**config.mk**
```make
export PLATFORM = sky130hd
export DESIGN_NAME = utf16_to_utf8_transcoder_core
export DESIGN_NICKNAME = d
export VERILOG_FILES = /design/src/rtl/u16u8_pkg.sv /design/src/rtl/u16u8_front.sv /design/src/rtl/u16u8_fifo.sv /design/src/rtl/u16u8_back.sv /design/src/rtl/utf16_to_utf8_transcoder_core.sv
export VERILOG_INCLUDE_DIRS = /design/src /design/src/rtl
export SDC_FILE = /design/constraint.sdc
export NUM_CORES = 1
export LEC_CHECK = 0
export ABC_AREA = 1
export ABC_CLOCK_PERIOD_IN_PS = 3800
export BUFFER_PORTS_ARGS = -buffer_cell sky130_fd_sc_hd__buf_2
export CAP_MARGIN = 20
export CORE_AREA = 5 5 125 127
export CTS_BUF_LIST = sky130_fd_sc_hd__clkbuf_4
export DETAILED_ROUTE_END_ITERATION = 7
export DIE_AREA = 0 0 130 132
export HOLD_SLACK_MARGIN = 0.03
export PLACE_DENSITY_LB_ADDON = 0.12
export SLEW_MARGIN = 10
export SYNTH_ARGS = -nofsm -noshare
export SYNTH_HDL_FRONTEND = slang
export SYNTH_SLANG_ARGS = --single-unit
export TNS_END_PERCENT = 30
```
**constraint.sdc**
```tcl
create_clock -name clk -period 3.8 [get_ports clk]
set_input_delay 0 -clock clk [delete_from_list [all_inputs] [get_ports clk]]
set_output_delay 0 -clock clk [all_outputs]
set_load 0.02 [all_outputs]
```
**src/rtl/assert_macros.svh**
```systemverilog
// ----------------------------------------------------------------------------
// Assertion macros
// Shared concurrent assertion wrappers, clocked on clk, disabled in reset.
// ----------------------------------------------------------------------------
`ifndef ASSERT_MACROS_SVH
`define ASSERT_MACROS_SVH

// property must hold at every clock edge outside reset
`define ASSERT_CLK(label, prop, msg) \
	label: assert property (@(posedge clk) disable iff (!arst_n) (prop)) else $error(msg);

// expression must never be true outside reset
`define ASSERT_NEVER(label, expr, msg) \
	label: assert property (@(posedge clk) disable iff (!arst_n) !(expr)) else $error(msg);

`endif

```
**src/rtl/u16u8_pkg.sv**
```systemverilog
// ----------------------------------------------------------------------------
// u16u8_pkg
// Types, constants and byte encoding helpers for the UTF-16 to UTF-8 core.
// ----------------------------------------------------------------------------
package u16u8_pkg;

	localparam int unsigned CpW = 21;

	localparam logic [5:0]     HighTag = 6'b110110;
	localparam logic [5:0]     LowTag  = 6'b110111;
	localparam logic [CpW-1:0] CpRepl  = 21'h00fffd;
	localparam logic [10:0]    SuppOfs = 11'd64;   // 0x10000 >> 10

	// byte count minus one
	typedef enum logic [1:0] {
		LEN1 = 2'd0,
		LEN2 = 2'd1,
		LEN3 = 2'd2,
		LEN4 = 2'd3
	} cp_len_t;

	// one queue entry per input word that produces output
	typedef struct packed {
		logic           str_end;   // word was last of string
		logic           has_cp;    // encode cp
		logic           pre_repl;  // emit U+FFFD before cp
		cp_len_t        len;
		logic [CpW-1:0] cp;
	} u16u8_entry_t;

	function automatic cp_len_t cp_len(input logic [CpW-1:0] cp);
		cp_len_t l;
		if (cp < 21'h80) begin
			l = LEN1;
		end else if (cp < 21'h800) begin
			l = LEN2;
		end else if (cp < 21'h10000) begin
			l = LEN3;
		end else begin
			l = LEN4;
		end
		return l;
	endfunction

	// byte k (0 = lead) of the encoding of cp with the given length
	function automatic logic [7:0] utf8_byte(input logic [CpW-1:0] cp, input cp_len_t len,
			input logic [1:0] k);
		logic [7:0] b;
		logic [1:0] j;
		j = 2'(len) - k;
		if (k == 2'd0) begin
			case (len)
				LEN1:    b = {1'b0, cp[6:0]};
				LEN2:    b = {3'b110, cp[10:6]};
				LEN3:    b = {4'b1110, cp[15:12]};
				LEN4:    b = {5'b11110, cp[20:18]};
				default: b = 8'h00;
			endcase
		end else begin
			case (j)
				2'd0:    b = {2'b10, cp[5:0]};
				2'd1:    b = {2'b10, cp[11:6]};
				2'd2:    b = {2'b10, cp[17:12]};
				default: b = 8'h80;
			endcase
		end
		return b;
	endfunction

	function automatic logic [7:0] repl_byte(input logic [1:0] k);
		logic [7:0] b;
		case (k)
			2'd0:    b = 8'hef;
			2'd1:    b = 8'hbf;
			default: b = 8'hbd;
		endcase
		return b;
	endfunction

endpackage

```
**src/rtl/u16u8_front.sv**
```systemverilog
// ----------------------------------------------------------------------------
// u16u8_front
// Accepts code units, pairs surrogates and queues one code point job per word that produces output.
// ----------------------------------------------------------------------------
`include "assert_macros.svh"

module u16u8_front (
	input  logic                     clk,
	input  logic                     arst_n,
	input  logic                     in_valid,
	output logic                     in_ready,
	input  logic [15:0]              code_unit,
	input  logic                     last_unit,
	input  logic                     q_full,
	output logic                     q_push,
	output u16u8_pkg::u16u8_entry_t  q_entry
);
	import u16u8_pkg::*;

	logic       held_valid_q;
	logic [9:0] held_high_q;
	logic       accept, is_high, is_low, pair;
	logic [CpW-1:0] cp;

	assign in_ready = !q_full;
	assign accept   = in_valid && in_ready;
	assign is_high  = code_unit[15:10] == HighTag;
	assign is_low   = code_unit[15:10] == LowTag;
	assign pair     = held_valid_q && is_low;

	always_comb begin
		if (pair) begin
			cp = {{1'b0, held_high_q} + SuppOfs, code_unit[9:0]};
		end else if (is_high || is_low) begin
			cp = CpRepl;
		end else begin
			cp = CpW'(code_unit);
		end
		q_entry.cp       = cp;
		q_entry.len      = cp_len(cp);
		q_entry.pre_repl = held_valid_q && !is_low;
		q_entry.has_cp   = !is_high || last_unit;
		q_entry.str_end  = last_unit;
		q_push           = accept && (q_entry.pre_repl || q_entry.has_cp);
	end

	always_ff @(posedge clk or negedge arst_n) begin
		if (!arst_n) begin
			held_valid_q <= 1'b0;
			held_high_q  <= '0;
		end else if (accept) begin
			held_valid_q <= is_high && !last_unit;
			held_high_q  <= (is_high && !last_unit) ? code_unit[9:0] : 10'd0;
		end
	end

	`ASSERT_CLK(a_end_clears_held, (accept && last_unit) |=> !held_valid_q,
		"surrogate still held after end of string")

endmodule

```
**src/rtl/u16u8_fifo.sv**
```systemverilog
// ----------------------------------------------------------------------------
// u16u8_fifo
// Short register queue between front and back, first word fall-through.
// ----------------------------------------------------------------------------
`include "assert_macros.svh"

module u16u8_fifo #(
	parameter int unsigned DEPTH = 4
) (
	input  logic                     clk,
	input  logic                     arst_n,
	input  logic                     push,
	input  u16u8_pkg::u16u8_entry_t  push_data,
	output logic                     full,
	input  logic                     pop,
	output logic                     head_valid,
	output u16u8_pkg::u16u8_entry_t  head
);
	import u16u8_pkg::*;

	localparam int unsigned AW = (DEPTH > 1) ? $clog2(DEPTH) : 1;
	localparam int unsigned CW = $clog2(DEPTH + 1);

	u16u8_entry_t mem_q [DEPTH];
	logic [AW-1:0] wr_ptr_q, rd_ptr_q;
	logic [CW-1:0] count_q;
	logic do_pop;

	assign full       = count_q == CW'(DEPTH);
	assign head_valid = count_q != '0;
	assign head       = mem_q[rd_ptr_q];
	assign do_pop     = pop && head_valid;

	always_ff @(posedge clk) begin
		if (push) begin
			mem_q[wr_ptr_q] <= push_data;
		end
	end

	always_ff @(posedge clk or negedge arst_n) begin
		if (!arst_n) begin
			wr_ptr_q <= '0;
			rd_ptr_q <= '0;
			count_q  <= '0;
		end else begin
			if (push) begin
				wr_ptr_q <= (wr_ptr_q == AW'(DEPTH - 1)) ? '0 : wr_ptr_q + 1'b1;
			end
			if (do_pop) begin
				rd_ptr_q <= (rd_ptr_q == AW'(DEPTH - 1)) ? '0 : rd_ptr_q + 1'b1;
			end
			if (push && !do_pop) begin
				count_q <= count_q + 1'b1;
			end else if (!push && do_pop) begin
				count_q <= count_q - 1'b1;
			end
		end
	end

	`ASSERT_NEVER(a_push_full, push && full && !pop, "push into full queue")

endmodule

```
**src/rtl/u16u8_back.sv**
```systemverilog
// ----------------------------------------------------------------------------
// u16u8_back
// Takes queued code point jobs and sends their UTF-8 bytes one per cycle while out_ready allows.
// ----------------------------------------------------------------------------
`include "assert_macros.svh"

module u16u8_back (
	input  logic                     clk,
	input  logic                     arst_n,
	input  logic                     q_valid,
	input  u16u8_pkg::u16u8_entry_t  q_head,
	output logic                     q_pop,
	output logic                     out_valid,
	input  logic                     out_ready,
	output logic [7:0]               out_byte,
	output logic                     run_end,
	output logic                     string_end
);
	import u16u8_pkg::*;

	u16u8_entry_t cur_q;
	logic         cur_valid_q;
	logic [2:0]   idx_q;
	logic         out_valid_q, run_end_q, str_end_q;
	logic [7:0]   byte_q;

	logic       adv, emit, last_b, in_repl;
	logic [2:0] last_idx;
	logic [1:0] k;
	logic [7:0] nxt_byte;

	always_comb begin
		adv      = !out_valid_q || out_ready;
		emit     = cur_valid_q && adv;
		last_idx = (cur_q.pre_repl ? 3'd3 : 3'd0) + (cur_q.has_cp ? {1'b0, cur_q.len} : 3'd7);
		last_b   = idx_q == last_idx;
		in_repl  = cur_q.pre_repl && (idx_q < 3'd3);
		k        = cur_q.pre_repl ? 2'(idx_q - 3'd3) : idx_q[1:0];
		nxt_byte = in_repl ? repl_byte(idx_q[1:0]) : utf8_byte(cur_q.cp, cur_q.len, k);
		q_pop    = q_valid && (!cur_valid_q || (emit && last_b));
	end

	always_ff @(posedge clk) begin
		if (q_pop) begin
			cur_q <= q_head;
		end
		if (emit) begin
			byte_q    <= nxt_byte;
			run_end_q <= last_b;
			str_end_q <= last_b && cur_q.str_end;
		end
	end

	always_ff @(posedge clk or negedge arst_n) begin
		if (!arst_n) begin
			cur_valid_q <= 1'b0;
			idx_q       <= '0;
			out_valid_q <= 1'b0;
		end else begin
			if (q_pop) begin
				cur_valid_q <= 1'b1;
				idx_q       <= '0;
			end else if (emit) begin
				cur_valid_q <= !last_b;
				idx_q       <= idx_q + 1'b1;
			end
			if (adv) begin
				out_valid_q <= emit;
			end
		end
	end

	assign out_valid  = out_valid_q;
	assign out_byte   = byte_q;
	assign run_end    = run_end_q;
	assign string_end = str_end_q;

	`ASSERT_NEVER(a_empty_job, cur_valid_q && !cur_q.pre_repl && !cur_q.has_cp,
		"job with no bytes")
	`ASSERT_CLK(a_strend_runend, out_valid_q && str_end_q |-> run_end_q,
		"string end on a byte that does not end its word")

endmodule

```
**src/rtl/utf16_to_utf8_transcoder_core.sv**
```systemverilog
// ----------------------------------------------------------------------------
// utf16_to_utf8_transcoder_core
// UTF-16 code units in, UTF-8 bytes out, surrogate pairing and U+FFFD repair.
// ----------------------------------------------------------------------------
// A word's job passes the queue, the job register and the output byte register.
// Throughput: one byte per cycle while m_axis_tready allows; a word yields
// 1 to 6 bytes (none for a held high surrogate), paced by the byte sequencer.
// Words are taken every cycle while the FIFO_DEPTH entry job queue has room.
// Reset (arst_n low) clears the held surrogate, the queue and the output valid.
module utf16_to_utf8_transcoder_core #(
	parameter int unsigned FIFO_DEPTH = 4
) (
	input  logic        clk,
	input  logic        arst_n,
	input  logic        s_axis_tvalid,
	output logic        s_axis_tready,
	input  logic [15:0] s_axis_tdata,   // [15:0] code_unit
	input  logic        s_axis_tlast,   // last_unit
	output logic        m_axis_tvalid,
	input  logic        m_axis_tready,
	output logic [7:0]  m_axis_tdata,   // [7:0] out_byte
	output logic        m_axis_tuser,   // [0] run_end
	output logic        m_axis_tlast    // string_end
);
	import u16u8_pkg::*;

	u16u8_entry_t push_entry, head_entry;
	logic push, full, pop, head_valid;

	u16u8_front u_front (
		.clk       (clk),
		.arst_n    (arst_n),
		.in_valid  (s_axis_tvalid),
		.in_ready  (s_axis_tready),
		.code_unit (s_axis_tdata),
		.last_unit (s_axis_tlast),
		.q_full    (full),
		.q_push    (push),
		.q_entry   (push_entry)
	);

	u16u8_fifo #(
		.DEPTH (FIFO_DEPTH)
	) u_fifo (
		.clk        (clk),
		.arst_n     (arst_n),
		.push       (push),
		.push_data  (push_entry),
		.full       (full),
		.pop        (pop),
		.head_valid (head_valid),
		.head       (head_entry)
	);

	u16u8_back u_back (
		.clk        (clk),
		.arst_n     (arst_n),
		.q_valid    (head_valid),
		.q_head     (head_entry),
		.q_pop      (pop),
		.out_valid  (m_axis_tvalid),
		.out_ready  (m_axis_tready),
		.out_byte   (m_axis_tdata),
		.run_end    (m_axis_tuser),
		.string_end (m_axis_tlast)
	);

endmodule
```
==> results_dict.tcl <==
set metrics [dict create \
    yosys.area.top_type_share_pct 59.4 \
    finalHoldViolations 0 \
    cts_buffers 17 \
    drt-total-wl_um 14700 \
    overflow 0 \
    fin_worst_skew_ns 0.0262 \
    slew_violations 0 \
    clock_latency_ns 0.55 \
    yosysTopAreaCell "edfxtp_1" \
    avgRoutedWirePerCell_um 16.6 \
    ys_warn_count 0 \
    core_area_um2 14300 \
    cts.clk_slew.worst_paths_ns 0.13 \
    first_pass_iters 5 \
    cts_buffer_depth 2 \
    antenna_left 0 \
    cts_sinks 163 \
    p_per_area_nw_per_um2 690 \
    worstHoldStart "s_axis_tlast" \
    ys_seq_area_share_pct 67.5 \
    synthesis.nets 656 \
    cp_max_fo 9 \
    crit_start "u_back.cur_q[21]" \
    root_buffer "clkbuf_4" \
    holdWs_ns 0.244 \
    required_ns 4.23 \
    peakVddDrop_v 0.000269 \
    slowest_delay_ns 0.52 \
    dp.final_hpwl_um 9450 \
    rsz0062_at_grt "false" \
    drv_cap 0 \
    synthToLayoutAreaGrowth_pct 14.4 \
    pin_count 33 \
    path_cells "clkinv_1 -> nand2_1 -> ha_1 -> inv_1 -> fa_1 -> xnor2_1 -> nor2_1 -> nand3_1 -> nand2_2 -> nand2_4 -> ha_1 -> inv_1 -> fa_1 -> a21oi_1 -> o21ai_0 -> xor2_1" \
    post_cts_resized 0 \
    critical_path_class "reg2reg" \
    syn_area_um2 7080 \
    die_h_um 132 \
    gp_congestion 0.835 \
    finalCritPeriodShare_pct 83.9 \
    track_usage_pct 18.2 \
    final-setup-viol-count 0 \
    io_buffers 32 \
    r2r-start "u_back.cur_q[21]" \
    critPathLaunchType "flop" \
    grt_first_pass_wirelength_um 23800 \
    yosys.cell_types.count 34 \
    maxSlewHeadroom_pct 41.5 \
    fin_util_pct 56.5 \
    layout_common_cells "140 x edfxtp_1, 76 x nand2_1, 73 x nor2_1, 66 x inv_1, 60 x o21ai_0" \
    fin_nets 727 \
    final_common_cell "edfxtp_1" \
    synth_area_leaders "edfxtp_1 59%, dfrtp_1 8.1%, o21ai_0 4.2%" \
    min_path_type "in2reg" \
    final_layout_size_suffix_gt1_share_pct 14.6 \
    die-width_um 130 \
    cts_tree "yes" \
    grt_max_degree 56 \
    netlist_instances 620 \
    status "completed" \
    initial_core_util_pct 49.4 \
    period_minus_slack_ns 3.19 \
    grt_pass1_vias 4701 \
    final_cells 889 \
    dieArea_um2 17200 \
    max_freq_mhz 314 \
    tightestPinTransition_ns 0.877 \
    dp.cells 821 \
    synth-seq-cells 163 \
    htree_num_levels 4 \
    drt_iter0_markers 385 \
    rows 44 \
    vias 4667 \
    viasPerCell 5.25 \
    setup_tns_ns 0 \
    drc 0 \
    worstPathArrival_ns 3.62 \
    post_cts.repair.setup_buffers 0 \
    avgSynthCellArea_um2 11.4 \
    total_leakage_power_nw 3.20 \
    antenna_found_initial 1 \
    crit_slowest_cell "fa_1" \
    end_kind "flop" \
]
## report_power, final
part	switching [W]	leakage (nW)	internal [W]
registers	0.000157	1.58	0.00245
clock network	0.000598	0.162	0.000481
logic	0.00132	1.45	0.000587
total	0.00207	3.20	0.00352
## critical path: cells and delay by family, from the launching register on
kind,cells,cell delay (ns)
AOI/OAI and AO/OA,2,0.27
xor gates and xnor gates,2,0.28
adders and majority gates,4,1.20
buffers and inverters,3,0.39
DFF,1,0.48
and+or+nand+nor,5,0.47
## cell usage after synthesis, drive strengths merged
master and number:
xor2 4, nand3b 1, buf 11, dfrtp 23
o21ai 68, fa 2, o22ai 36, a21oi 9
inv 70, edfxtp 140, or2 2, nand4 4
clkbuf 12, ha 13, nor2 84, xnor2 4
clkinv 1, and2 1, nor3 1, a31oi 1
nand3 49, nand2 84
## path summary, 6_finish.rpt
path / to / slack (ns) / cells after the start
worst min-delay path: u_fifo.mem_q[0][25] / 0.24 / 2
min in group asynchronous: u_front.held_high_q[1] / 0.44 / 4
max in group asynchronous: u_fifo.wr_ptr_q[1] / 3.18 / 4
worst max-delay path: u_fifo.count_q[2] / 0.61 / 16
worst max register to register: u_fifo.count_q[2] / 0.61 / 16
worst min register to register: u_fifo.count_q[0] / 0.54 / 1
## layout make-up
type,instances,area [um^2]
antenna,1,2.50
clock buffer,20,150
clock inverter,12,154
fill,1252,6220
inverter,71,267
multi-input combinational,363,1930
sequential,163,4780
tap,184,230
timing repair buffer,75,581
## sequential cells by signal (all words and copies together), names as in the netlist, 2 cells and up
signal / flops
u_back.cur_q: 26
u_back.idx_q: 3
u_back.out_byte: 8
u_fifo.count_q: 3
u_fifo.mem_q: 104
u_fifo.rd_ptr_q: 2
u_fifo.wr_ptr_q: 2
u_front.held_high_q: 10
## timing repair
action,4_1_cts,5_1_grt
endpoints found under the setup margin,0,0
hold buffers,35,0
endpoints found under the hold margin,118,0
## routing by layer
layer  wire (um)  GRT usage (%)
met4         189           5.54
met5           0              0
met2        7090           29.5
met1        6700           24.3
met3         743           4.25
## cells by family after synthesis
| kind of cell | after synthesis | synth area share, % |
|---|---|---|
| flip-flops | 163 | 67.5 |
| buffers and inverters | 94 | 5.34 |
| AO/OA/AOI/OAI | 114 | 9.14 |
| XOR/XNOR | 8 | 0.990 |
| adder cells (fa/ha/maj) | 15 | 2.86 |
| AND/OR/NAND/NOR | 226 | 14.1 |
## through the flow
stage	total power (W)	setup WS [ns]	instance area, um^2
global route	0.00598	0.284	8090
detailed placement	0.00455	0.631	7430
global placement	0.00451	0.734	7430
finish	0.00559	0.611	8090
floorplan	0.00400	0.959	7080
CTS	0.00564	0.615	8090
No activity file was read; power rests on OpenSTA's default activity.
